File: src/rtl/afskdd_pkg.sv
// Shared types, constants and a helper function for the AFSK delay discriminator demodulator.
package afskdd_pkg;

   // Delay line covers half a bit period
   localparam int DELAY_TAPS = 4;
   localparam int PTR_W      = (DELAY_TAPS > 1) ? $clog2(DELAY_TAPS) : 1;

   localparam int SAMPLE_W = 8;
   localparam int Y_W      = 16;
   localparam int HIST_W   = 8;
   localparam int PHASE_W  = 8;
   localparam int STEP_W   = 7;
   localparam int NUDGE_W  = 5;
   localparam int LIMIT_W  = 8;
   localparam int THRESH_W = 7;

   localparam int CSR_IDX_W  = 2;
   localparam int CSR_DATA_W = 8;

   localparam logic [STEP_W-1:0]   STEP_RST   = STEP_W'(8);
   localparam logic [NUDGE_W-1:0]  NUDGE_RST  = NUDGE_W'(1);
   localparam logic [LIMIT_W-1:0]  LIMIT_RST  = LIMIT_W'(64);
   localparam logic [THRESH_W-1:0] THRESH_RST = THRESH_W'(32);

   typedef enum logic [CSR_IDX_W-1:0] {
      CSR_PHASE_STEP      = 2'd0,
      CSR_PHASE_NUDGE     = 2'd1,
      CSR_PHASE_LIMIT     = 2'd2,
      CSR_PHASE_THRESHOLD = 2'd3
   } csr_index_type;

   typedef struct packed {
      logic [STEP_W-1:0]   step;
      logic [NUDGE_W-1:0]  nudge;
      logic [LIMIT_W-1:0]  limit;
      logic [THRESH_W-1:0] threshold;
   } phase_cfg_type;

   typedef struct packed {
      logic              bit_ready;
      logic              bit_value;
      logic [HIST_W-1:0] decided;
   } bit_result_type;

   // Sign patterns that vote for a one
   localparam logic [2:0] VOTE_ALL   = 3'h7;
   localparam logic [2:0] VOTE_HI2   = 3'h6;
   localparam logic [2:0] VOTE_SPLIT = 3'h5;
   localparam logic [2:0] VOTE_LO2   = 3'h3;

   function automatic logic majority3(input logic [2:0] b);
      return (b == VOTE_ALL) || (b == VOTE_HI2) || (b == VOTE_SPLIT) || (b == VOTE_LO2);
   endfunction

endpackage

File: src/rtl/afskdd_slicer.sv
// Bit slicer: sign history, bit-phase tracking and majority bit decision.
module afskdd_slicer (
   input  logic                              clock,
   input  logic                              reset,
   input  logic                              en,
   input  logic signed [afskdd_pkg::Y_W-1:0] y,
   input  afskdd_pkg::phase_cfg_type         cfg,
   output afskdd_pkg::bit_result_type        res
);
   import afskdd_pkg::*;

   logic [HIST_W-1:0]  sign_hist_ff, sign_hist_in;
   logic [HIST_W-1:0]  decided_ff, decided_in;
   logic [PHASE_W-1:0] phase_ff, phase_in;

   logic               sign_new;
   logic               edge_hit;
   logic [PHASE_W-1:0] ph_adj;
   logic [PHASE_W-1:0] ph_sum;
   logic               hit;
   logic               vote;

   always_comb begin
      sign_new     = (y > 0);
      sign_hist_in = {sign_hist_ff[HIST_W-2:0], sign_new};
      edge_hit     = sign_hist_in[0] ^ sign_hist_in[1];

      // nudge toward the threshold on a sign change
      ph_adj = phase_ff;
      if (edge_hit) begin
         if (phase_ff < PHASE_W'(cfg.threshold)) begin
            ph_adj = phase_ff + PHASE_W'(cfg.nudge);
         end else begin
            ph_adj = phase_ff - PHASE_W'(cfg.nudge);
         end
      end
      ph_sum = ph_adj + PHASE_W'(cfg.step);

      hit      = (ph_sum >= PHASE_W'(cfg.limit));
      phase_in = hit ? (ph_sum - PHASE_W'(cfg.limit)) : ph_sum;
      vote     = hit & majority3(sign_hist_in[2:0]);
      decided_in = hit ? {decided_ff[HIST_W-2:0], vote} : decided_ff;

      res.bit_ready = hit;
      res.bit_value = vote;
      res.decided   = decided_in;
   end

   always_ff @(posedge clock) begin
      if (reset) begin
         sign_hist_ff <= '0;
         decided_ff   <= '0;
         phase_ff     <= '0;
      end else if (en) begin
         sign_hist_ff <= sign_hist_in;
         decided_ff   <= decided_in;
         phase_ff     <= phase_in;
      end
   end

endmodule

File: src/rtl/afsk_delay_discriminator_demod_core.sv
// Top level of the AFSK delay-line discriminator demodulator.
//
// Usage:
//   Input channel (req_): one signed 8-bit audio sample per request.
//   Result channel (rsp_): one result per request, in order: bit_ready,
//   bit_value, decided_history and the 16-bit low-pass filter output.
//   Config port (csr_): write-only; csr_index selects phase_step (0),
//   phase_nudge (1), phase_limit (2) or phase_threshold (3). Write only
//   while no request is in flight.
// Pipeline and throughput:
//   Two register stages. Stage one reads the delay tap and multiplies;
//   stage two runs the filter sum and the phase compare chain into the
//   result register. A taken request is held in the stage-one register,
//   then in the result register, where rsp_valid shows it.
//   One request per cycle is sustained while rsp_ready stays high.
// Reset:
//   Synchronous, active high. Clears the delay line, filter state, sign and
//   bit history, bit phase and both valid flags; config returns to defaults.
// Stall:
//   When rsp_ready is low a full result register holds; if stage one is
//   empty, one more request is still taken into it, after which req_ready drops.
module afsk_delay_discriminator_demod_core (
   input  logic                                     clock,
   input  logic                                     reset,
   input  logic                                     req_valid,
   output logic                                     req_ready,
   input  logic signed [afskdd_pkg::SAMPLE_W-1:0]   req_sample,
   output logic                                     rsp_valid,
   input  logic                                     rsp_ready,
   output logic                                     rsp_bit_ready,
   output logic                                     rsp_bit_value,
   output logic [afskdd_pkg::HIST_W-1:0]            rsp_decided_history,
   output logic signed [afskdd_pkg::Y_W-1:0]        rsp_discriminator_out,
   input  logic                                     csr_wr_en,
   input  logic [afskdd_pkg::CSR_IDX_W-1:0]         csr_index,
   input  logic [afskdd_pkg::CSR_DATA_W-1:0]        csr_wdata
);
   import afskdd_pkg::*;

   // configuration registers
   phase_cfg_type cfg_ff;

   // delay line
   logic [SAMPLE_W-1:0] tap_ff [DELAY_TAPS];
   logic [PTR_W-1:0]    ptr_ff, ptr_in;

   // stage one
   logic                  s1_vld_ff, s1_vld_in;
   logic signed [Y_W-1:0] s1_prod_ff;

   // filter state
   logic signed [Y_W-1:0] prev_prod_ff;
   logic signed [Y_W-1:0] y_prev_ff;

   // result register
   logic                  rsp_vld_ff, rsp_vld_in;
   bit_result_type        rsp_bits_ff;
   logic signed [Y_W-1:0] rsp_y_ff;

   logic                  req_take;
   logic                  adv;
   logic                  s2_fire;
   logic signed [Y_W-1:0] old_ext;
   logic signed [Y_W-1:0] cur_ext;
   logic signed [Y_W-1:0] mult_full;
   logic signed [Y_W-1:0] prod;
   logic signed [Y_W-1:0] y_sum;
   bit_result_type        slice_res;

   // ---------------- handshake ----------------
   // advance the result register whenever it is empty or being drained
   assign adv       = !rsp_vld_ff || rsp_ready;
   assign req_ready = !s1_vld_ff || adv;
   assign req_take  = req_valid && req_ready;
   assign s2_fire   = adv && s1_vld_ff;

   always_comb begin
      s1_vld_in = s1_vld_ff;
      if (req_take) begin
         s1_vld_in = 1'b1;
      end else if (adv) begin
         s1_vld_in = 1'b0;
      end
      rsp_vld_in = adv ? s1_vld_ff : rsp_vld_ff;
   end

   // ---------------- config writes ----------------
   always_ff @(posedge clock) begin
      if (reset) begin
         cfg_ff.step      <= STEP_RST;
         cfg_ff.nudge     <= NUDGE_RST;
         cfg_ff.limit     <= LIMIT_RST;
         cfg_ff.threshold <= THRESH_RST;
      end else if (csr_wr_en) begin
         unique case (csr_index_type'(csr_index))
            CSR_PHASE_STEP:      cfg_ff.step      <= csr_wdata[STEP_W-1:0];
            CSR_PHASE_NUDGE:     cfg_ff.nudge     <= csr_wdata[NUDGE_W-1:0];
            CSR_PHASE_LIMIT:     cfg_ff.limit     <= csr_wdata[LIMIT_W-1:0];
            CSR_PHASE_THRESHOLD: cfg_ff.threshold <= csr_wdata[THRESH_W-1:0];
            default: ;
         endcase
      end
   end

   // ---------------- stage one: delay tap and product ----------------
   always_comb begin
      old_ext   = Y_W'($signed(tap_ff[ptr_ff]));
      cur_ext   = Y_W'(req_sample);
      mult_full = old_ext * cur_ext;   // fits 16 bits for any 8-bit pair
      prod      = mult_full >>> 2;
      ptr_in    = (ptr_ff == PTR_W'(DELAY_TAPS - 1)) ? '0 : ptr_ff + 1'b1;
   end

   always_ff @(posedge clock) begin
      if (reset) begin
         ptr_ff <= '0;
         for (int i = 0; i < DELAY_TAPS; i++) begin
            tap_ff[i] <= '0;
         end
      end else if (req_take) begin
         // read oldest tap above, then overwrite it with the new sample
         tap_ff[ptr_ff] <= req_sample;
         ptr_ff         <= ptr_in;
      end
   end

   always_ff @(posedge clock) begin
      if (req_take) begin
         s1_prod_ff <= prod;
      end
   end

   // ---------------- stage two: low-pass filter ----------------
   // y = x0 + x1 + y/2 + y/8 + y/32, wraps at 16 bits
   assign y_sum = prev_prod_ff + s1_prod_ff
                + (y_prev_ff >>> 1) + (y_prev_ff >>> 3) + (y_prev_ff >>> 5);

   always_ff @(posedge clock) begin
      if (reset) begin
         prev_prod_ff <= '0;
         y_prev_ff    <= '0;
      end else if (s2_fire) begin
         prev_prod_ff <= s1_prod_ff;
         y_prev_ff    <= y_sum;
      end
   end

   afskdd_slicer u_slicer (
      .clock (clock),
      .reset (reset),
      .en    (s2_fire),
      .y     (y_sum),
      .cfg   (cfg_ff),
      .res   (slice_res)
   );

   // ---------------- result register ----------------
   always_ff @(posedge clock) begin
      if (reset) begin
         s1_vld_ff  <= 1'b0;
         rsp_vld_ff <= 1'b0;
      end else begin
         s1_vld_ff  <= s1_vld_in;
         rsp_vld_ff <= rsp_vld_in;
      end
   end

   always_ff @(posedge clock) begin
      if (s2_fire) begin
         rsp_bits_ff <= slice_res;
         rsp_y_ff    <= y_sum;
      end
   end

   assign rsp_valid             = rsp_vld_ff;
   assign rsp_bit_ready         = rsp_bits_ff.bit_ready;
   assign rsp_bit_value         = rsp_bits_ff.bit_value;
   assign rsp_decided_history   = rsp_bits_ff.decided;
   assign rsp_discriminator_out = rsp_y_ff;

endmodule

File: config.mk
export PLATFORM = sky130hd
export DESIGN_NAME = afsk_delay_discriminator_demod_core
export DESIGN_NICKNAME = d
export VERILOG_FILES = /design/src/rtl/afskdd_pkg.sv /design/src/rtl/afskdd_slicer.sv /design/src/rtl/afsk_delay_discriminator_demod_core.sv
export SDC_FILE = /design/constraint.sdc
export NUM_CORES = 1
export LEC_CHECK = 0
export ABC_AREA = 1
export BUFFER_PORTS_ARGS = -buffer_cell sky130_fd_sc_hd__buf_2
export CELL_PAD_IN_SITES_DETAIL_PLACEMENT = 0
export CELL_PAD_IN_SITES_GLOBAL_PLACEMENT = 2
export CORE_ASPECT_RATIO = 1.75
export CORE_MARGIN = 2
export CORE_UTILIZATION = 39
export CTS_CLUSTER_DIAMETER = 120
export CTS_CLUSTER_SIZE = 28
export DETAILED_ROUTE_END_ITERATION = 8
export PLACE_DENSITY = 0.91
export SLEW_MARGIN = 5
export SYNTH_ARGS = -nofsm -noshare
export SYNTH_HDL_FRONTEND = slang
export SYNTH_SLANG_ARGS = --single-unit
File: constraint.sdc
create_clock -name clock -period 9.7 [get_ports clock]
set_input_delay 1.94 -clock clock [delete_from_list [all_inputs] [get_ports clock]]
set_output_delay 1.94 -clock clock [all_outputs]
set_load 0.02 [all_outputs]
* Word level (Yosys, flattened, before mapping)
Memories as Yosys holds them, arrays and structs flattened. A register that Yosys moved wholly into a read port is not among the register bits.
Cells that the tools add are included.
** Storage, ports and cells
- Register bits :: 119
- Latch bits :: 0
- Bits in writable memories :: 32
- ROM bits :: 0
- Output and inout bits :: 28
- Logic and storage cells :: 74
- Memories kept :: 1
** Memories
- tap_ff :: depth 4, bits a word 8, rd ports 1, clocked after Yosys merged registers in 1, write ports 4, line afsk_delay_discriminator_demod_core.sv:44 : logic [SAMPLE_W-1:0] tap_ff [DELAY_TAPS];
** Operators by class
- Add/subtract/negate cells :: 9
- Multipliers :: 1
- Div/mod/pow operators :: 0
- $lt $le $gt $ge :: 3
- Equal/unequal tests :: 8
- Shift operators :: 0
- Mux-type cells :: 17
- Bitwise gates (word level) :: 2
- Reductions and logical operators :: 16
** Operators by type and width (count)
- 8-bit 2-to-1 mux :: 5
- 15-bit by 15-bit adder with 16-bit output :: 1
- 16-bit by 11-bit adder with 16-bit output :: 1
- 16-bit by 13-bit adder with 16-bit output :: 1
- 16-bit by 1-bit > comparator with 1-bit output (second input constant) :: 1
- 8-bit by 8-bit multiplier with 16-bit output :: 1
- 14-bit by 14-bit adder with 15-bit output :: 1
- 3-bit equality test (second input constant) :: 3
- 8-bit by 5-bit adder with 8-bit output :: 1
- 8-bit by 7-bit adder with 8-bit output :: 1
- 8-bit >= comparator :: 1
- 8-bit by 7-bit < comparator with 1-bit output :: 1
- 1-bit 2-to-1 mux :: 8
- 2-bit 2-to-1 mux :: 4
- 2-bit AND reduction :: 4
- 8-bit OR reduction :: 1
- 8-bit by 5-bit subtractor with 8-bit output :: 1
- 8-bit subtractor :: 1
- 2-bit equality test (second input constant) :: 3
- 1-bit logical OR :: 5
- 3-bit by 2-bit equality test with 1-bit output (second input constant) :: 1
- 2-bit by 1-bit adder with 2-bit output (second input constant) :: 1
- 2-bit by 1-bit equality test with 1-bit output (second input constant) :: 1
- 1-bit logical AND :: 2
- 5 further kinds :: 6

* Longest topological paths before layout
Gate-level depths: netlist of run 1.
- Word-level depth :: 11
- Depth in mapped cells :: 49
- Depth with buffers taken out :: 48

* Cells and area by module
A second synthesis of run 1 with hierarchy kept.
** Unflattened totals
- Cell total of the unflattened synthesis :: 1394
- Area, all modules :: 11524.8 sq um
** Modules (own cells, without submodules)
- afsk_delay_discriminator_demod_core :: times used 1, cells an instance 1032, area an instance 9246.4 sq um, sequential area each 3403.3 sq um
- afskdd_slicer :: times used 1, cells an instance 362, area an instance 2278.4 sq um, sequential area each 360.3 sq um

* Worst setup path after synthesis of run 1
Ideal clock, no wire load.
- Kind :: register -> register
- Start point :: register s1_prod_ff[1]
- End point :: register rsp_bits_ff (netlist bit rsp_decided_history[2]) (data pin)
- Setup time :: 0.259 ns
- Arrival time :: 6.459 ns
- Data required time :: 9.441 ns
- Setup slack :: 2.982 ns
- Cell stages (with the launch flop) :: 44
- Clock period less this slack :: 6.718 ns
- Cells stage by stage :: edfxtp_1 > inv_1 > fa_1 > fa_1 > fa_1 > inv_1 > ha_1 > inv_1 > fa_1 > inv_1 > nand3_1 > nand3_1 > nand3_1 > nand3_1 > nand2_1 > nand2_1 > nand2_1 > nor2_1 > [8 not listed] > ha_1 > nand2_1 > inv_1 > a21oi_1 > nand2_1 > nand2_1 > nand2_1 > inv_1 > nand4_1 > nand2_1 > inv_1 > ha_1 > a21o_1 > a31oi_2 > nand3_4 > buf_12 > nand2_2 > o21ai_2
** RTL lines
- start, declared :: line afsk_delay_discriminator_demod_core.sv:49 : logic signed [Y_W-1:0] s1_prod_ff;
- start signal, assigned :: line afsk_delay_discriminator_demod_core.sv:129 : s1_prod_ff <= prod;
- end signal, assigned :: line afsk_delay_discriminator_demod_core.sv:170 : rsp_bits_ff <= slice_res;
- end, declared :: line afsk_delay_discriminator_demod_core.sv:57 : bit_result_type rsp_bits_ff;

* Final worst setup path of run 1
- Start point :: register y_prev_ff[9]
- End point :: register u_slicer.phase_ff[7]
** On the way
- Word-level cells in the longest chain between the ends :: 9
** RTL lines
- start, declared :: line afsk_delay_discriminator_demod_core.sv:53 : logic signed [Y_W-1:0] y_prev_ff;
- start signal, assigned :: line afsk_delay_discriminator_demod_core.sv:144 : y_prev_ff <= y_sum;
- 15-bit by 15-bit adder with 16-bit output :: line afsk_delay_discriminator_demod_core.sv:136 : + (y_prev_ff >>> 1) + (y_prev_ff >>> 3) + (y_prev_ff >>> 5);
- 16-bit by 13-bit adder with 16-bit output :: line afsk_delay_discriminator_demod_core.sv:136
- 16-bit by 11-bit adder with 16-bit output (*) :: line afsk_delay_discriminator_demod_core.sv:136
- 16-bit by 1-bit > comparator with 1-bit output (*) :: line afskdd_slicer.sv:24 : sign_new = (y > 0);
- net u_slicer.sign_new :: line afskdd_slicer.sv:16 : logic sign_new;
- 1-bit XOR (*) :: line afskdd_slicer.sv:26 : edge_hit = sign_hist_in[0] ^ sign_hist_in[1];
- 8-bit 2-to-1 mux (*) :: line afskdd_slicer.sv:30 : if (edge_hit) begin
- 8-bit by 7-bit adder with 8-bit output (*) :: line afskdd_slicer.sv:37 : ph_sum = ph_adj + PHASE_W'(cfg.step);
- 8-bit subtractor / 8-bit >= comparator (equally long branches) :: line afskdd_slicer.sv:40, afskdd_slicer.sv:39
- 8-bit 2-to-1 mux (*) :: line afskdd_slicer.sv:40 : phase_in = hit ? (ph_sum - PHASE_W'(cfg.limit)) : ph_sum;
- end signal, assigned :: line afskdd_slicer.sv:57 : phase_ff <= phase_in;
- end, declared :: line afskdd_slicer.sv:14 : logic [PHASE_W-1:0] phase_ff, phase_in;
The timed path passes the listed nets; every way through them passes the cells marked *.
A chain may end at the register's enable or synchronous reset.

==> reports/qor.txt, run 1 <==
vias in the first global route = 8972
Critical Path AT = 8.07 ns
Final setup viols = 0
Critical Path Sink Type = register
post-CTS setup buffers = 0
Ys Warns = 0
Final Routed Wirelength = 27600 um
CORE AREA = 29300 um2
initial antenna violation count = 0
gr usage total = 0.189
syn_nets = 1603
I/O pin count = 51
actual slew at the worst max-slew pin = 1.12 ns
post-route ant nets = 0
CTS Buf Count = 17
Yosys top cell area share = 0.187
row count = 83
Max Slew Vio Count = 0
share of layout cells above drive strength 1 = 0.0818
Final Hold Fails = 0
input/output buffers = 50
Initial Utilization = 0.394
status = finished clean
post-synth cell types = 46
Tmin final = 7.77 ns
# fillers = 3058
crit-path max FO = 27
Clk Latency, worst-skew pair = 0.45 ns
Crit Path Class = register to register
final clock skew = 0.00907 ns
syn_area_per_cell = 8.25 um2
CP max stage delay = 0.50 ns
routed vias = 8692
setup TNS = 0 ns
top cells by area, synth = edfxtp_1, fa_1, dfxtp_1
die area = 31100 um2
Max-Cap Viols = 0
WP data required = 10.00 ns
first-pass GRT wire length = 45000 um
# hold bufs at CTS = 0
H-tree Lvls = 4
FMAX = 0.129 GHz
reg2reg start = y_prev_ff[9]$_SDFFE_PP0P_
TritonCTS Sinks = 152
Worst-path clk slew = 0.06 ns
CTS tree = yes
RSZ-0062 raised after global routing = no
startpoint types = register
largest net degree at the start of global routing = 80
number of antenna cells inserted = 0
hpwl dp = 22400 um
nets = 1645
mapped cell area = 11500 um2
grt total ovfl = 0
CTS max path bufs = 2
Crit path top cell by count = inv_1
DRT iter0 DRCs = 351
Synth area leader = edfxtp_1
die width = 134 um
Die Y = 232 um
area delta synth->final = 10.2%
cell type of the slowest stage on the worst timing path = fa_1
ys async rst share = 0
Resize count post-CTS = 0
wire per inst = 15.1 um
via/cell ratio = 4.73
flops & latches, synth = 152
DRC Markers = 0
final worst-path cycle share = 0.801
Critical Path Start = y_prev_ff[9]$_SDFFE_PP0P_
RePlAce Congestion = 0.880
clk root buf = clkbuf_16
DRT Pass-1 Iters = 5
Hold Path Class = register to register
Seq/Total Area, Yosys = 0.326
Hold Crit Start = cfg_ff[6]$_SDFFE_PP0P_
Slew headroom = 0.249
Post-synth EDFFs = 72
ys flop type = dfxtp_1
post-synthesis cell count = 1400
## sequential cells by signal, summed over array words and instances (netlist names), named ones only
name,flops
rsp_valid,1
cfg_ff,27
rsp_bit_value,1
u_slicer.sign_hist_ff,2
rsp_discriminator_out,16
u_slicer.phase_ff,8
u_slicer.decided_ff,8
tap_ff,32
s1_prod_ff,14
s1_vld_ff,1
ptr_ff,2
rsp_decided_history,8
y_prev_ff,15
prev_prod_ff,14
rsp_bit_ready,1
## cell type report
| class | instances | area (um2) | share of cell area |
|---|---|---|---|
| Multi-Input combinational cell | 880 | 6370 | 0.501 |
| Sequential cell | 152 | 3760 | 0.296 |
| Inverter | 337 | 1270 | 0.0996 |
| Clock buffer | 27 | 528 | 0.0415 |
| Tap cell | 382 | 478 | 0.0376 |
| Timing Repair Buffer | 54 | 280 | 0.0220 |
| Clock inverter | 5 | 36.3 | 0.00285 |
## Yosys cell counts (2+ instances only)
master,instances
a21oi_1,94
a31oi_1,6
buf_1,2
buf_2,5
clkbuf_1,22
clkinv_1,5
dfxtp_1,80
edfxtp_1,72
fa_1,97
ha_1,83
inv_1,329
inv_2,2
nand2_1,229
nand2_2,10
nand3_1,56
nand3_2,3
nand4_1,4
nor2_1,128
nor3_1,10
o2111ai_1,2
o211ai_1,6
o21a_1,2
o21ai_0,65
o21ai_1,16
o21ai_2,8
o31ai_1,2
or2_2,6
xnor2_1,19
xor2_1,20
## cell usage in the layout (no fill, tap or decap), types with 2 or more instances in the layout
cell	count
xor2_1	20
buf_4	4
edfxtp_1	72
or2_2	6
inv_4	2
o21ai_1	16
nor3_1	10
ha_1	83
o21ai_0	65
o31ai_1	2
fa_1	97
o2111ai_1	2
o21a_1	2
nand3_1	56
nand2_1	228
inv_1	329
nand2_2	11
buf_2	50
inv_2	2
clkinv_1	5
o211ai_1	6
nor2_1	128
xnor2_1	19
clkbuf_16	18
nand3_2	3
a31oi_1	6
clkbuf_1	4
clkbuf_8	4
clkinv_4	2
a21oi_1	94
o21ai_2	8
dfxtp_1	80
nand4_1	4
## path summary, 6_finish.rpt
check | endpoint | slack [ns] | cells past startpoint
hold reg to reg | cfg_ff[6]$_SDFFE_PP0P_ | 0.47 | 2
setup / recovery | u_slicer.phase_ff[7]$_SDFFE_PP0P_ | 1.93 | 41
setup reg to reg | u_slicer.phase_ff[7]$_SDFFE_PP0P_ | 1.93 | 41
hold / removal | cfg_ff[6]$_SDFFE_PP0P_ | 0.47 | 2
## worst max-delay path, delay by kind of cell (launching register included)
kind	cells	cell delay (ns)
AO/OA/AOI/OAI	6	0.84
buffers and inverters	12	1.01
flip-flops	1	0.37
AND/OR/NAND/NOR	14	1.82
adder cells (fa/ha/maj)	7	2.95
XOR/XNOR	2	0.61
## cells by family after synthesis
logic type | count (synthesis) | synth area share
simple gates | 451 | 0.163
buf+inv | 368 | 0.123
compound gates | 210 | 0.101
fa+ha+maj | 180 | 0.258
flops | 152 | 0.326
xor+xnor | 39 | 0.0296
## layer usage
layer / vias up / wire length [um] / GRT usage
li1: 4421 / - / -
met1: 4112 / 10300 / 0.191
met2: 111 / 15700 / 0.374
met3: 48 / 598 / 0.0227
met4: 0 / 1050 / 0.0921
met5: - / 0 / 0
## metrics by stage
| step | utilization | setup slack (ns) | cell area [um2] | std cells | hold WS (ns) |
|---|---|---|---|---|---|
| finish | 0.435 | 1.93 | 12700 | 1837 | 0.466 |
| global route | 0.435 | 1.27 | 12700 | 1837 | 0.487 |
| CTS | 0.435 | 1.88 | 12700 | 1837 | 0.471 |
| detailed placement | 0.415 | 1.91 | 12200 | 1805 | 0.462 |
| global placement | 0.415 | 1.98 | 12200 | 1805 | 0.451 |
| floorplan | - | 2.98 | 11500 | 1400 | 0.435 |
Power of run 1 is not shown: default switching activity piles up to over one toggle a cycle in this logic, so the estimate is an artifact.
==> inputs of run 2 (changes only) <==
ABC_AREA = 0   (was 1)
CORE_UTILIZATION = 37   (was 39)
PLACE_DENSITY = 0.87   (was 0.91)
clock period = 6.7 ns   (was 9.7 ns; I/O delays follow)
==> reports/qor.txt, run 2 <==
mapped cell area = 11300 um2 (-2.2%)
actual slew at the worst max-slew pin = 0.900 ns (-0.217 ns)
CORE AREA = 30100 um2 (+2.6%)
Crit Path Class = register to register
I/O pin count = 51 (unchanged)
post-synthesis cell count = 1165 (-17%)
cell family with most CP delay = adder cells
input/output buffers = 50 (unchanged)
syn_area_per_cell = 9.70 um2 (+18%)
final worst-path cycle share = 1.10 (+0.304)
commonest non-fill, non-tap cell in the layout = inv_1
Final Hold Fails = 0 (unchanged)
crit-path max FO = 5 (-81%)
post-synth cell types = 64 (+39%)
hpwl dp = 19800 um (-12%)
largest net degree at the start of global routing = 80 (unchanged)
number of antenna cells inserted = 0 (unchanged)
TritonCTS Sinks = 152 (unchanged)
Critical Path Sink Type = register
CTS tree = yes
post-route ant nets = 0 (unchanged)
Post-synth EDFFs = 72 (unchanged)
RSZ-0062 raised after global routing = yes
RePlAce Congestion = 0.835 (-5.2%)
DRT iter0 DRCs = 340 (-3.1%)
row count = 84 (+1.2%)
H-tree Lvls = 4 (unchanged)
Yosys top cell area share = 0.191 (+0.00419)
initial antenna violation count = 0 (unchanged)
Hold Path Class = register to register
FMAX = 0.135 GHz (+4.9%)
via/cell ratio = 4.72 (-0.16%)
final clock skew = 0.00869 ns (-0.000373 ns)
Final setup viols = 26 (+26)
share of layout cells above drive strength 1 = 0.216 (+0.134)
die width = 136 um (+1.5%)
Slew headroom = 0.400 (+0.150)
wire per inst = 14.4 um (-4.6%)
vias in the first global route = 8538 (-4.8%)
Biggest register = tap_ff
CTS max path bufs = 2 (unchanged)
Initial Utilization = 0.376 (-0.0186)
Final Routed Wirelength = 24700 um (-11%)
Ys Warns = 0 (unchanged)
nets = 1521 (-7.5%)
grt total ovfl = 0 (unchanged)
reg2reg start = s1_prod_ff[1]$_DFFE_PP_
Critical Path Start = s1_prod_ff[1]$_DFFE_PP_
gr usage total = 0.166 (-0.0226)
Max Slew Vio Count = 0 (unchanged)
violated checks = setup timing
flops & latches, synth = 152 (unchanged)
Max-Cap Viols = 0 (unchanged)
max reg flops = 32 (unchanged)
final worst setup slack = -0.703 ns (-2.64 ns)
Tmin final = 7.40 ns (-0.364 ns)
DRC Markers = 0 (unchanged)
DRT Pass-1 Iters = 5 (unchanged)
Critical path buffers and inverters = 8 (-4)
most instantiated library cell after synthesis = inv_1
commonest cells in the netlist = inv_1, nand2_1, fa_1, ha_1, dfxtp_1
Clk Latency, worst-skew pair = 0.44 ns (about the same)
die area = 32000 um2 (+3.0%)
Hold Crit Start = cfg_ff[12]$_SDFFE_PP0P_
most frequent cells in the layout = inv_1, nand2_1, buf_4
clk root buf = clkbuf_16
WP data required = 6.99 ns (-3.01 ns)
# hold bufs at CTS = 0 (unchanged)
status = finished, violations left
Seq/Total Area, Yosys = 0.333 (+0.00729)
ys flop type = dfxtp_1
cell type of the slowest stage on the worst timing path = fa_1
Synth area leader = edfxtp_1
top cells by area, synth = edfxtp_1, fa_1, dfxtp_1
CP max stage delay = 0.53 ns (+0.03 ns)
DP Worst Slack = -0.693 ns (-2.60 ns)
area delta synth->final = 20.6%
Critical Path AT = 7.70 ns (-0.37 ns)
first-pass GRT wire length = 41600 um (-7.6%)
Worst-path clk slew = 0.07 ns (about the same)
routed vias = 8116 (-6.6%)
CTS Buf Count = 17 (unchanged)
syn_nets = 1368 (-15%)
ys async rst share = 0 (unchanged)
Die Y = 235 um (+1.5%)
startpoint types = register
## run 2: cell count changes after synthesis, sizes merged, moves of 50 or more
cell	delta
and2	+69
inv	-120
nand2	-119
nand3	-50
nor2	-51
o21ai	-67
## run 2: cell type report
| cell class | instances | area [um2] |
|---|---|---|
| clock buffer | 20 | 437 |
| clock inverter | 12 | 119 |
| fill | 2992 | 16400 |
| inverter | 213 | 800 |
| multi-input combinational | 765 | 6830 |
| sequential | 152 | 3770 |
| tap | 387 | 484 |
| timing repair buffer | 169 | 1190 |
## run 2: what timing repair did
item / in CTS / in global routing
setup endpoints to repair: 26 / 26
pin swaps: 17 / 21
gates resized for setup: 22 / 23
buffers inserted: 8 / 5
gates cloned: 1 / 0
## run 2: path summary, 6_finish.rpt
check	end	slack (ns)	depth (start not counted)
max	u_slicer.decided_ff[0]$_SDFFE_PP0P_	-0.70	34
max reg2reg	u_slicer.decided_ff[0]$_SDFFE_PP0P_	-0.70	34
min	cfg_ff[12]$_SDFFE_PP0P_	0.45	2
min reg2reg	cfg_ff[12]$_SDFFE_PP0P_	0.45	2
## run 2: cell families after synthesis
kind of cell	after synthesis	synth area share
AOI/OAI and AO/OA	148	0.0845
muxes	37	0.0425
adders and majority gates	180	0.264
DFF	152	0.333
xor gates and xnor gates	50	0.0388
buffers and inverters	248	0.0872
and+or+nand+nor	350	0.150
## run 2: worst reg2reg max path, delay by kind of cell, from the launching register on
kind	cells	cell delay, ns
xor gates and xnor gates	1	0.11
adders and majority gates	8	2.98
and+or+nand+nor	10	1.44
muxes	2	0.54
AOI/OAI and AO/OA	5	0.87
DFF	1	0.41
buffers and inverters	8	0.93
## run 2: metrics by stage
stage | util | instance area [um2] | std cells | TNS (ns) | hold slack, ns
2_1_floorplan | - | 11400 | 1165 | -2.18 | 0.435
4_1_cts | 0.450 | 13500 | 1714 | -12.62 | 0.457
3_5_place_dp | 0.426 | 12800 | 1673 | -16.13 | 0.449
5_1_grt | 0.453 | 13600 | 1718 | -25.46 | 0.471
6_report | 0.453 | 13600 | 1718 | -16.66 | 0.454
3_3_place_gp | 0.426 | 12800 | 1673 | -14.83 | 0.442
## run 2: per-layer routing
| layer | share of wire | global-route usage | vias up |
|---|---|---|---|
| li1 | - | - | 4050 |
| met1 | 0.38 | 0.178 | 3928 |
| met2 | 0.57 | 0.316 | 111 |
| met3 | 0.030 | 0.0299 | 27 |
| met4 | 0.024 | 0.0634 | 0 |
| met5 | 0 | 0 | - |
Power of run 2 is left out for the same reason.
==> inputs of run 3 (changes only) <==
CORE_UTILIZATION = 38   (was 37)
CTS_BUF_LIST = sky130_fd_sc_hd__clkbuf_4   (was not set)
PLACE_DENSITY = not set   (was 0.87)
PLACE_DENSITY_LB_ADDON = 0.08   (was not set)
==> reports/qor.txt, run 3 (same netlist as run 2, synthesis figures left out) <==
TritonCTS Sinks = 152 (unchanged)
Top Layer Used = met5
H-tree Lvls = 4 (unchanged)
DRT met1 WL = 10700 um (+14%)
I/O pin count = 51 (unchanged)
Die Y = 232 um (-1.3%)
wire per inst = 15.5 um (+8.0%)
input/output buffers = 50 (unchanged)
gr usage total = 0.186 (+0.0200)
DRT Pass-1 Iters = 4 (-1)
status = finished, violations left
nets = 1534 (+0.85%)
max reg flops = 32 (unchanged)
Max Slew Vio Count = 0 (unchanged)
Hold Path Class = register to register
DP Worst Slack = -0.802 ns (-0.109 ns)
via/cell ratio = 4.71 (-0.36%)
initial antenna violation count = 4 (+4)
Critical Path Sink Type = register
Worst-path clk slew = 0.15 ns (+0.08 ns)
vias in the first global route = 8580 (+0.49%)
CP max stage delay = 0.52 ns (about the same)
setup TNS = -11.59 ns (+5.07 ns)
final worst setup slack = -0.506 ns (+0.197 ns)
routed wl met3 = 588 um (-19%)
Placed Area = 12800 um2 (about the same)
Final Hold Fails = 0 (unchanged)
DRT iter0 DRCs = 196 (-42%)
most frequent cells in the layout = inv_1, buf_4, nand2_1
row count = 83 (-1.2%)
grt total ovfl = 0 (unchanged)
RSZ-0062 raised after global routing = yes
Critical path buffers and inverters = 8 (unchanged)
commonest non-fill, non-tap cell in the layout = inv_1
share of layout cells above drive strength 1 = 0.232 (+0.0165)
CTS tree = yes
routed vias = 8134 (+0.22%)
cell family with most CP delay = adder cells
routed wl met2 = 15200 um (+8.4%)
final clock skew = 0.0330 ns (+0.0243 ns)
FMAX = 0.139 GHz (+2.7%)
Final Routed Wirelength = 26800 um (+8.6%)
Slew headroom = 0.442 (+0.0419)
Initial Utilization = 0.386 (+0.00992)
Final setup viols = 26 (unchanged)
CORE AREA = 29300 um2 (-2.6%)
actual slew at the worst max-slew pin = 0.837 ns (-0.0628 ns)
Crit Path Class = register to register
CTS max path bufs = 2 (unchanged)
area delta synth->final = 19.9%
final instance area = 13500 um2 (-0.59%)
Critical Path AT = 7.74 ns (+0.04 ns)
first-pass GRT wire length = 44300 um (+6.5%)
crit-path max FO = 5 (unchanged)
violated checks = setup timing
largest net degree at the start of global routing = 65 (-19%)
WP data required = 7.23 ns (+0.24 ns)
final worst-path cycle share = 1.08 (-0.0295)
DRC Markers = 0 (unchanged)
Biggest register = tap_ff
hpwl dp = 21100 um (+6.6%)
CTS Buf Count = 17 (unchanged)
cell type of the slowest stage on the worst timing path = fa_1
RePlAce Congestion = 0.808 (-3.2%)
clk root buf = clkbuf_4
Clk Latency, worst-skew pair = 0.64 ns (+0.20 ns)
post-route ant nets = 0 (unchanged)
startpoint types = register
Tmin final = 7.21 ns (-0.197 ns)
die width = 134 um (-1.3%)
die area = 31200 um2 (-2.6%)
Max-Cap Viols = 0 (unchanged)
[run 3: cell count changes in the layout (fill, tap and decap cells not counted), sizes merged, moves of 2 or more]
cell,previous run,this run
clkinvlp,0,3
inv,218,220
clkbuf,21,18
diode,0,2
buf,168,181
[run 3: final timing paths]
kind	slack, ns	endpoint	depth (start not counted)	from
worst min register to register	0.46	prev_prod_ff[2]$_SDFFE_PP0P_	2	prev_prod_ff[2]$_SDFFE_PP0P_
worst max register to register	-0.51	u_slicer.decided_ff[3]$_SDFFE_PP0P_	36	y_prev_ff[3]$_SDFFE_PP0P_
worst max-delay path	-0.51	u_slicer.decided_ff[3]$_SDFFE_PP0P_	36	y_prev_ff[3]$_SDFFE_PP0P_
worst min-delay path	0.46	prev_prod_ff[2]$_SDFFE_PP0P_	2	prev_prod_ff[2]$_SDFFE_PP0P_
[run 3: repair_timing]
action                                  CTS  global route
endpoints found under the setup margin   26            26
setup buffers                            11            10
gates resized for setup                  39            29
cloned                                    1             0
pin swaps                                21            12
hold buffers                              0             0
[run 3: metal layers]
layer,global-route usage,vias up
met2,0.364,83
met4,0.0553,4
met5,0,-
met1,0.202,3942
met3,0.0299,26
li1,-,4079
[run 3: worst reg2reg max path: cells and delay by family, from the launching register on]
family | cells | cell delay [ns]
DFF | 1 | 0.36
and+or+nand+nor | 7 | 0.65
xor gates and xnor gates | 2 | 0.33
adders and majority gates | 7 | 2.69
muxes | 2 | 0.55
buffers and inverters | 8 | 0.82
AOI/OAI and AO/OA | 10 | 1.74
[run 3: metrics by stage]
stage          cells  hold WS, ns   util
6_report        1728        0.462  0.463
4_1_cts         1716        0.466  0.455
5_1_grt         1728        0.480  0.463
3_5_place_dp    1672        0.447  0.437
2_1_floorplan   1165        0.435      -
3_3_place_gp    1672        0.444  0.437
[run 3: cell type report]
type	count	area, um2
repair buffers	182	1310
clock buffers	17	128
diodes	2	5.00
multi-input cells	765	6940
flip-flops and latches	152	3770
well taps	382	478
clock inverters	15	115
inverters	213	800
fillers	2942	15700
Power of run 3 is left out for the same reason.
